**src/hdl/shbis_pkg.sv**
```systemverilog
// ----------------------------------------------------------------------------
// shbis_pkg
// Shared types, constants and the (13,8) SECDED encode function for the
// interleaved Hamming bit source.
// ----------------------------------------------------------------------------
package shbis_pkg;

  localparam int unsigned GroupBytes = 4;   // bytes per interleaved group, 1..4
  localparam int unsigned DataBits   = 8;
  localparam int unsigned CodeBits   = 13;
  localparam int unsigned TotalBits  = GroupBytes * CodeBits;
  localparam int unsigned CntW       = (GroupBytes > 1) ? $clog2(GroupBytes) : 1;
  localparam int unsigned BitCntW    = $clog2(TotalBits);
  localparam int unsigned QDepth     = 2;   // groups in flight between front and back
  localparam int unsigned QPtrW      = $clog2(QDepth);
  localparam int unsigned QCntW      = $clog2(QDepth + 1);

  typedef logic [CodeBits-1:0]                   codeword_t;
  typedef logic [GroupBytes-1:0][CodeBits-1:0]   group_t;

  typedef struct packed {
    logic full;
    logic empty;
  } q_status_t;

  // Bit k of the result holds codeword position k+1.
  function automatic codeword_t encode_byte(input logic [DataBits-1:0] d);
    codeword_t w;
    w      = '0;
    w[2]   = d[0];
    w[4]   = d[1];
    w[5]   = d[2];
    w[6]   = d[3];
    w[8]   = d[4];
    w[9]   = d[5];
    w[10]  = d[6];
    w[11]  = d[7];
    w[0]   = d[0] ^ d[1] ^ d[3] ^ d[4] ^ d[6];
    w[1]   = d[0] ^ d[2] ^ d[3] ^ d[5] ^ d[6];
    w[3]   = d[1] ^ d[2] ^ d[3] ^ d[7];
    w[7]   = d[4] ^ d[5] ^ d[6] ^ d[7];
    w[12]  = ^w[11:0];
    return w;
  endfunction

endpackage

```
**src/hdl/shbis_front.sv**
```systemverilog
// ----------------------------------------------------------------------------
// shbis_front
// Accepts bytes, applies the sticky end-of-data flag, encodes each byte and
// collects a group of codewords, which it pushes into the group queue.
// ----------------------------------------------------------------------------
module shbis_front (
  input  logic                        clk_i,
  input  logic                        rst_ni,
  input  logic                        push,
  output logic                        full,
  input  logic [7:0]                  data_byte_i,
  input  logic                        data_ended_i,
  input  shbis_pkg::q_status_t        q_status_i,
  output logic                        q_push_o,
  output shbis_pkg::group_t           q_group_o
);

  logic [shbis_pkg::CntW-1:0] cnt_q, cnt_d;
  logic                       ended_q, ended_d;
  shbis_pkg::group_t          cw_q;
  shbis_pkg::codeword_t       cw_new;
  logic                       last_slot;
  logic                       accept;
  logic [7:0]                 value;

  assign last_slot = (cnt_q == shbis_pkg::CntW'(shbis_pkg::GroupBytes - 1));
  // only the group-closing byte has to wait for queue space
  assign full      = last_slot && q_status_i.full;
  assign accept    = push && !full;

  assign ended_d = ended_q | data_ended_i;
  assign value   = ended_d ? 8'h00 : data_byte_i;
  assign cw_new  = shbis_pkg::encode_byte(value);

  always_comb begin
    cnt_d = cnt_q;
    if (accept) begin
      cnt_d = last_slot ? '0 : cnt_q + shbis_pkg::CntW'(1);
    end
  end

  always_comb begin
    for (int i = 0; i < shbis_pkg::GroupBytes; i++) begin
      q_group_o[i] = cw_q[i];
    end
    q_group_o[shbis_pkg::GroupBytes-1] = cw_new;
  end

  assign q_push_o = accept && last_slot;

  always_ff @(posedge clk_i or negedge rst_ni) begin
    if (!rst_ni) begin
      cnt_q   <= '0;
      ended_q <= 1'b0;
    end else if (accept) begin
      cnt_q   <= cnt_d;
      ended_q <= ended_d;
    end
  end

  always_ff @(posedge clk_i) begin
    if (accept && !last_slot) begin
      cw_q[cnt_q] <= cw_new;
    end
  end

endmodule

```
**src/hdl/shbis_fifo.sv**
```systemverilog
// ----------------------------------------------------------------------------
// shbis_fifo
// Short queue of complete codeword groups between the front and back parts.
// ----------------------------------------------------------------------------
module shbis_fifo (
  input  logic                   clk_i,
  input  logic                   rst_ni,
  input  logic                   push_i,
  input  shbis_pkg::group_t      wdata_i,
  input  logic                   pop_i,
  output shbis_pkg::group_t      rdata_o,
  output shbis_pkg::q_status_t   status_o
);

  shbis_pkg::group_t              mem [shbis_pkg::QDepth];
  logic [shbis_pkg::QPtrW-1:0]    wr_ptr_q, rd_ptr_q;
  logic [shbis_pkg::QCntW-1:0]    cnt_q;
  logic                           do_push, do_pop;

  assign status_o.full  = (cnt_q == shbis_pkg::QCntW'(shbis_pkg::QDepth));
  assign status_o.empty = (cnt_q == '0);
  assign do_push        = push_i && !status_o.full;
  assign do_pop         = pop_i && !status_o.empty;
  assign rdata_o        = mem[rd_ptr_q];

  always_ff @(posedge clk_i or negedge rst_ni) begin
    if (!rst_ni) begin
      wr_ptr_q <= '0;
      rd_ptr_q <= '0;
      cnt_q    <= '0;
    end else begin
      if (do_push) begin
        wr_ptr_q <= wr_ptr_q + shbis_pkg::QPtrW'(1);
      end
      if (do_pop) begin
        rd_ptr_q <= rd_ptr_q + shbis_pkg::QPtrW'(1);
      end
      unique case ({do_push, do_pop})
        2'b10:   cnt_q <= cnt_q + shbis_pkg::QCntW'(1);
        2'b01:   cnt_q <= cnt_q - shbis_pkg::QCntW'(1);
        default: cnt_q <= cnt_q;
      endcase
    end
  end

  always_ff @(posedge clk_i) begin
    if (do_push) begin
      mem[wr_ptr_q] <= wdata_i;
    end
  end

endmodule

```
**src/hdl/shbis_back.sv**
```systemverilog
// ----------------------------------------------------------------------------
// shbis_back
// Serializer: loads a group from the queue in interleaved order and shifts
// out one codeword bit per transaction, marking the final bit of the group.
// ----------------------------------------------------------------------------
module shbis_back (
  input  logic                   clk_i,
  input  logic                   rst_ni,
  input  shbis_pkg::q_status_t   q_status_i,
  input  shbis_pkg::group_t      q_group_i,
  output logic                   q_pop_o,
  output logic                   empty,
  input  logic                   pop,
  output logic                   code_bit_o,
  output logic                   group_last_o
);

  localparam logic [shbis_pkg::BitCntW-1:0] LastIdx =
    shbis_pkg::BitCntW'(shbis_pkg::TotalBits - 1);

  logic [shbis_pkg::TotalBits-1:0] bits_q, bits_ilv;
  logic [shbis_pkg::BitCntW-1:0]   cnt_q;
  logic                            busy_q;
  logic                            last;
  logic                            take;
  logic                            load;

  // emission order: codeword bit j of every byte before bit j+1
  always_comb begin
    for (int j = 0; j < shbis_pkg::CodeBits; j++) begin
      for (int i = 0; i < shbis_pkg::GroupBytes; i++) begin
        bits_ilv[j*shbis_pkg::GroupBytes + i] = q_group_i[i][j];
      end
    end
  end

  assign last         = (cnt_q == LastIdx);
  assign take         = pop && busy_q;
  assign load         = !q_status_i.empty && (!busy_q || (take && last));
  assign q_pop_o      = load;
  assign empty        = !busy_q;
  assign code_bit_o   = bits_q[0];
  assign group_last_o = last;

  always_ff @(posedge clk_i or negedge rst_ni) begin
    if (!rst_ni) begin
      busy_q <= 1'b0;
      cnt_q  <= '0;
    end else if (load) begin
      busy_q <= 1'b1;
      cnt_q  <= '0;
    end else if (take) begin
      if (last) begin
        busy_q <= 1'b0;
        cnt_q  <= '0;
      end else begin
        cnt_q  <= cnt_q + shbis_pkg::BitCntW'(1);
      end
    end
  end

  always_ff @(posedge clk_i) begin
    if (load) begin
      bits_q <= bits_ilv;
    end else if (take) begin
      bits_q <= bits_q >> 1;
    end
  end

endmodule

```
**src/hdl/secded_hamming_interleaved_bit_source_top.sv**
```systemverilog
// ----------------------------------------------------------------------------
// secded_hamming_interleaved_bit_source_top
// Extended Hamming (13,8) SECDED encoder with interleaved serial bit output.
// ----------------------------------------------------------------------------
// Bytes enter one per cycle while full is low and are encoded as 13-bit SECDED
// codewords; each group of four bytes is queued (two groups deep) and shifted
// out as 52 interleaved bits, one bit per cycle while pop is held, codeword
// bit j of bytes 0..3 for j from 0 to 12, with group_last_o set on the final
// bit. The serializer sets the sustained rate. With it idle, the first bit of
// a group is available once the group has gone through the queue into its
// shift register, and groups follow without a gap while the next is queued.
// Once data_ended_i is seen, that byte and all later ones are encoded as zero.
// full rises only for a group-closing byte while both queue slots are taken.
module secded_hamming_interleaved_bit_source_top (
  input  logic       clk_i,
  input  logic       rst_ni,
  input  logic       push,
  output logic       full,
  input  logic [7:0] data_byte_i,
  input  logic       data_ended_i,
  output logic       empty,
  input  logic       pop,
  output logic       code_bit_o,
  output logic       group_last_o
);

  shbis_pkg::q_status_t q_status;
  shbis_pkg::group_t    q_wdata, q_rdata;
  logic                 q_push, q_pop;

  shbis_front u_front (
    .clk_i        (clk_i),
    .rst_ni       (rst_ni),
    .push         (push),
    .full         (full),
    .data_byte_i  (data_byte_i),
    .data_ended_i (data_ended_i),
    .q_status_i   (q_status),
    .q_push_o     (q_push),
    .q_group_o    (q_wdata)
  );

  shbis_fifo u_fifo (
    .clk_i    (clk_i),
    .rst_ni   (rst_ni),
    .push_i   (q_push),
    .wdata_i  (q_wdata),
    .pop_i    (q_pop),
    .rdata_o  (q_rdata),
    .status_o (q_status)
  );

  shbis_back u_back (
    .clk_i        (clk_i),
    .rst_ni       (rst_ni),
    .q_status_i   (q_status),
    .q_group_i    (q_rdata),
    .q_pop_o      (q_pop),
    .empty        (empty),
    .pop          (pop),
    .code_bit_o   (code_bit_o),
    .group_last_o (group_last_o)
  );

`ifndef SYNTH
  a_no_q_overflow: assert property (@(posedge clk_i) disable iff (!rst_ni)
    q_push |-> !q_status.full)
    else $error("group pushed into full queue");

  a_no_q_underflow: assert property (@(posedge clk_i) disable iff (!rst_ni)
    q_pop |-> !q_status.empty)
    else $error("group popped from empty queue");

  a_drain_after_last: assert property (@(posedge clk_i) disable iff (!rst_ni)
    (pop && !empty && group_last_o && q_status.empty) |=> empty)
    else $error("output still shown after final bit with no queued group");

  a_next_group_gapless: assert property (@(posedge clk_i) disable iff (!rst_ni)
    (pop && !empty && group_last_o && !q_status.empty) |=> (!empty && !group_last_o))
    else $error("queued group not loaded right after final bit");
`endif

endmodule
```
**config.mk**
```make
export PLATFORM = sky130hd
export DESIGN_NAME = secded_hamming_interleaved_bit_source_top
export DESIGN_NICKNAME = d
export VERILOG_FILES = /design/src/hdl/shbis_pkg.sv /design/src/hdl/shbis_front.sv /design/src/hdl/shbis_fifo.sv /design/src/hdl/shbis_back.sv /design/src/hdl/secded_hamming_interleaved_bit_source_top.sv
export SDC_FILE = /design/constraint.sdc
export NUM_CORES = 1
export LEC_CHECK = 0
export BUFFER_PORTS_ARGS = -buffer_cell sky130_fd_sc_hd__buf_2
export CAP_MARGIN = 20
export CORE_MARGIN = 2
export CORE_UTILIZATION = 62
export DETAILED_ROUTE_END_ITERATION = 12
export PLACE_DENSITY = 0.77
export SETUP_SLACK_MARGIN = 0.2
export SLEW_MARGIN = 10
export SYNTH_ARGS = -nofsm -noshare
export SYNTH_HDL_FRONTEND = slang
export SYNTH_HIERARCHICAL = 1
export SYNTH_SLANG_ARGS = --single-unit
```
**constraint.sdc**
```tcl
create_clock -name clk_i -period 10.9 [get_ports clk_i]
set_input_delay 1.09 -clock clk_i [delete_from_list [all_inputs] [get_ports clk_i]]
set_output_delay 1.09 -clock clk_i [all_outputs]
set_load 0.05 [all_outputs]
```
Word level (Yosys, flattened, before mapping)
Memories as Yosys holds them, arrays and structs flattened.
Index checks and enable logic that the tools add are counted.

operators by class
  bitwise logic cells = 15
  magnitude comparators = 2
  muxes and demuxes = 16
  equality and inequality tests = 5
  add/sub/neg operators = 6
  reduce and logical (&&, ||, !) cells = 22

operator list
  operator             count
  $mux 52              2
  $bwmux 52            1
  $demux 13 s2         1
  $mux 6               3
  $xor 1x1->1          14
  $mux 13              1
  $reduce_xor 12->1    1
  $logic_and 1x1->1    10
  $mux 8               1
  $add 6x1->6 const B  1
  $eq 2x2->1 const B   3
  $eq 6x6->1 const B   1
  $reduce_bool 2->1    3
  $logic_not 1->1      5
  $mux 1               5
  $add 2x1->2 const B  2
  $pmux 2 s2           1
  $lt 2x3->1 const B   1
  $add 1x1->1 const B  2
  $eq 2x1->1 const B   1
  $ge 2x1->1 const B   1
  $logic_not 2->1      1
  $mux 2               1
  $reduce_and 2->1     1
  3 further kinds      3

word-level totals
  input bits = 13
  output and inout bits = 4
  memories kept = 1
  RAM bits = 104
  flip-flop bits (word level) = 118

memories
  memory      depth  bits a word  rd ports  clocked after Yosys merged registers in  write ports  RTL line          source
  u_fifo.mem  2      52           1         0                                        1            shbis_fifo.sv:15  shbis_pkg::group_t mem [shbis_pkg::QDepth];

Depth between registers and ports, before layout
  depth after elaboration = 8
  depth in mapped cells = 11
  gate-level depth less buffers = 10

Modules after synthesis
The synthesis kept the hierarchy.

by module, submodules not included
  module       seq. area each (sq um)  times used  cells an instance  area each (sq um)
  shbis_fifo   3223.1                  1           180                4200.3
  shbis_back   1736.7                  1           158                2812.7
  shbis_front  1246.2                  1           90                 1586.5

Least setup slack after synthesis
Ideal clock, no wire load.

  kind = register -> register
  start point = register u_back.busy_q
  end point = register u_back/cnt_q[4] (netlist bit)
  required time = 10776 ps
  cell stages (with the launch flop) = 5
  path slack = 5837 ps
  arrival time = 4939 ps
  setup time = 124 ps
  clock period less this slack = 5063 ps
  path buffers = 1
  cells stage by stage = dfrtp_1 > clkbuf_1 > o21ai_0 > o31ai_1 > a22o_1

between the ends
  longest elaborated chain between the ends = 5

ends and longest elaborated chain
  element                                             RTL line          source
  start, declared                                     shbis_back.sv:23  logic busy_q;
  start signal, assigned                              shbis_back.sv:47  busy_q <= 1'b0;
  start signal, assigned                              shbis_back.sv:50  busy_q <= 1'b1;
  start signal, assigned                              shbis_back.sv:54  busy_q <= 1'b0;
  $logic_and 1x1->1                                   shbis_back.sv:38  assign take = pop && busy_q;
  $logic_and 1x1->1                                   shbis_back.sv:39  assign load = !q_status_i.empty && (!busy_q || (take && last));
  $logic_or 1x1->1                                    shbis_back.sv:39
  $logic_and 1x1->1                                   shbis_back.sv:39
  $mux 6 / $reduce_bool 2->1 (equally long branches)  --
  end signal, assigned                                shbis_back.sv:57  cnt_q <= cnt_q + shbis_pkg::BitCntW'(1);
  end, declared                                       shbis_back.sv:22  logic [shbis_pkg::BitCntW-1:0] cnt_q;

Several ways; a longest one is shown, not always the timed one.
A chain may end at the register's enable or synchronous reset.

Final worst setup path
  start point = register u_back/cnt_q[1] (netlist bit)
  end point = output port group_last_o

between the ends
  longest elaborated chain between the ends = 1

ends and longest elaborated chain
  element        RTL line                                         source
  $eq 6x6->1     shbis_back.sv:37                                 assign last = (cnt_q == LastIdx);
  end, declared  secded_hamming_interleaved_bit_source_top.sv:24  output logic group_last_o

Every way passes these cells.

==> results.md <==
* Worst path top cell family by delay: flip-flops
* Max rail drop VDD at 232 uV
* Max Fclk at roughly 0.33 GHz
* Syn Inst Count at 428
* Hold_buf cts at 0
* Worst Path Buf+Inv at 1
* Max-Cap Viols at 0
* Largest area contributor in the netlist: edfxtp_1
* I/O Buffers at 16
* DR iter-0 viols at 221
* HPWL after detailed placement at slightly below 7000 um
* Drc violations at 0
* Post-synth cell types at 33
* Initial antenna violation count at 0
* Yosys warns at 6
* Die height at about 120 um
* Final hold slack at ~440 ps
* Worst path slowest cell: dfrtp_1
* Post-synth ARST share at 6.70%
* First-pass GRT wire length at between 15000 and 20000 um
* Die ar. at 14800 um2
* DRT antenna net count at 0
* RSZ-0062 raised after global routing: no
* Synthesized flop and latch total at approximately 210
* Synth area leaders: edfxtp_1 (68%), mux2_4 (17%), dfrtp_1 (4.1%)
* Final net count at 477
* CP Max Fanout at 8
* Final count of negative-setup-slack endpoints at 0
* Post-Route WL at ~12000 um
* Vias in the first global route at about 3700
* Post-synth top cells: edfxtp_1 (195), mux2_4 (97), xnor2_1 (15)
* Fin Setup TNS at 0 ps
* Final Hold Vio Count at 0
* Top-count cell post-synth: edfxtp_1
* CTS Buf Count at 21
* Syn Nets at 447
* CTS Buffer Depth at 3
* Seq pwr share at 52.5%
* WP data arrival at between 1500 and 2000 ps
* PD cells at 217 nW/um2
* CTS tree: done
* Power Internal at ~1.6 mW
* Status: complete, no violations
* Register Area at 6210 um2
* Cell Area, Synth at 8600 um2
* Final Cell Area at 9470 um2
* Core Area at 13700 um2
* Largest net degree at the start of global routing at 55
* Crit path required time at 9810 ps
* Slew HR at 30.8%
* Avg Vias per Cell at 5.54
* Clock latency on the worst-skew pair at around 500 ps
* Site Rows at 43
* Multi-input gate area at 2210 um2
* Clk pwr share at 34.1%
* Root cell of the clock tree: clkbuf_16
* Pwr Total at 2.06 mW
* Initial Util at between 60% and 70%
* Num ports at 17
* Worst-Margin Slew at between 1000 and 1500 ps
* Die Width at between 100 and 150 um
* Critical path type: flop to output port
* Clock slew at reported path FFs at 60 ps
* Layout fillers at 854
* Gpl congestion at 0.738
* CP cell instances: ha_1 -> nand2b_4 -> nor3_4 -> buf_2
* Share of layout cells above drive strength 1 at between 30 and 40%
* Routed len/inst at 19.1 um
* Worst Hold Class: flop to flop
* Critical Path Sink Type: output port
* Final period util at 27.6%
* Logic gate share of total power at a little over an eighth
* Switching Fraction at 23.4%
* Post-synth top area share at 68.1%
* N_diodes at 0
* Crit path launch type: flop
* Via count at ~3600
* Remaining global-route overflow at 0
* Post-synthesis sequential area ratio at 72.2%
* Lkg Pwr at 3.59 nW
* Ys flop type: edfxtp_1
* Number of synthesized flops with an enable pin at 195
* # clock sinks at 209
* Avg Inst Size Synth at 20.1 um2
* Total Routing Usage GR at 17.6%
* Switching power total at 0.481 mW
* H-tree depth at 1
* Max stage delay on crit path at 420 ps
* Worst Skew at roughly 21 ps
* Tmin final at 3010 ps
* DRT Pass-1 Iters at 4
* Placed Area at 8780 um2
* Final slew viol count at 0
* R2r setup slk at 8020 ps
* Post-cts sizing count at 0
* Syn-to-layout area delta at 10.1%
* Postcts setup bufs at 0
==> cells in the final DEF (no fill, tap or decap), types with 4 or more instances in the layout <==
| master | instances |
|---|---|
| buf_2 | 16 |
| mux2_4 | 97 |
| ha_1 | 6 |
| clkbuf_16 | 21 |
| clkinv_2 | 4 |
| buf_4 | 4 |
| clkbuf_1 | 4 |
| inv_1 | 7 |
| nor2_1 | 13 |
| xnor2_1 | 15 |
| nand2_1 | 8 |
| dfrtp_1 | 13 |
| and2_1 | 11 |
| xor2_1 | 5 |
| a21oi_1 | 4 |
| mux2_2 | 6 |
| o31ai_1 | 4 |
| o21ai_0 | 5 |
| edfxtp_1 | 195 |
==> through the flow <==
step	util (%)	setup WS, ps	std cells
finish	69.0	7890	652
global route	69.0	7750	652
CTS	69.0	7860	652
detailed placement	64.0	7730	615
global placement	64.0	7760	615
floorplan	-	5840	428
==> layer usage <==
metal	vias to the layer above	global-route usage (%)	part of all wire, %
met3	25	3.14	4.4
met4	0	5.60	2.0
li1	1687	-	-
met2	73	29.6	50
met5	-	0	0
met1	1830	23.8	44
==> final timing paths <==
kind / from / to / cells after the start
worst max-delay path: u_back/cnt_q[1]$_DFFE_PN0P_ / group_last_o / 4
worst min-delay path: u_front/q_group_o[20]$_DFFE_PP_ / u_fifo/mem[0][20]$_DFFE_PP_ / 0
worst max register to register: u_fifo/cnt_q[0]$_DFFE_PN0P_ / u_fifo/cnt_q[1]$_DFFE_PN0P_ / 9
worst min register to register: u_front/q_group_o[20]$_DFFE_PP_ / u_fifo/mem[0][20]$_DFFE_PP_ / 0
max in group asynchronous: rst_ni / u_fifo/rd_ptr_q$_DFFE_PN0P_ / 1
min in group asynchronous: rst_ni / u_back/cnt_q[0]$_DFFE_PN0P_ / 1
==> registers in the layout (all words and copies together), names as in the netlist <==
signal,cells
u_fifo/cnt_q,2
u_fifo/wr_ptr_q,1
u_front/ended_q,1
u_back/bits_q,52
u_front/q_group_o,39
u_back/busy_q,1
u_fifo/mem,104
u_back/cnt_q,6
u_fifo/rd_ptr_q,1
u_front/cnt_q,2
==> cell type report <==
| class | instances | area share, % |
|---|---|---|
| well taps | 180 | 2.38 |
| repair buffers | 20 | 1.16 |
| clock buffers | 25 | 5.71 |
| multi-input cells | 199 | 23.4 |
| flip-flops and latches | 209 | 65.6 |
| inverters | 7 | 0.278 |
| clock inverters | 12 | 1.49 |
==> kinds of logic (layout without fill, tap and decap cells) <==
group                    Yosys count  after routing  share of synthesized area, %
adder cells (fa/ha/maj)            6              6                         0.873
multiplexers                     103            103                          17.7
XOR/XNOR                          20             20                          2.04
flip-flops                       209            209                          72.2
AO/OA/AOI/OAI                     20             20                          1.62
buffers and inverters             20             64                          2.34
AND/OR/NAND/NOR                   50             50                          3.24
==> power groups by stage <==
stage	combinational, mW	sequential (mW)	clock (mW)
CTS	0.280	1.08	0.720
detailed placement	0.278	1.10	0
floorplan	0.301	1.03	0
global route	0.298	1.09	0.750
global placement	0.267	1.09	0
finish	0.276	1.08	0.702
==> worst reg2reg max path, stage by stage (launching register included) <==
cell	delay, ps
dfrtp_1	420
nor2_1	360
inv_1	210
a31oi_4	160
buf_4	770
inv_1	70
nor2b_2	190
ha_1	330
nor2_1	140
xor2_1	150
Note: power is estimated with default switching activity, not from simulation.
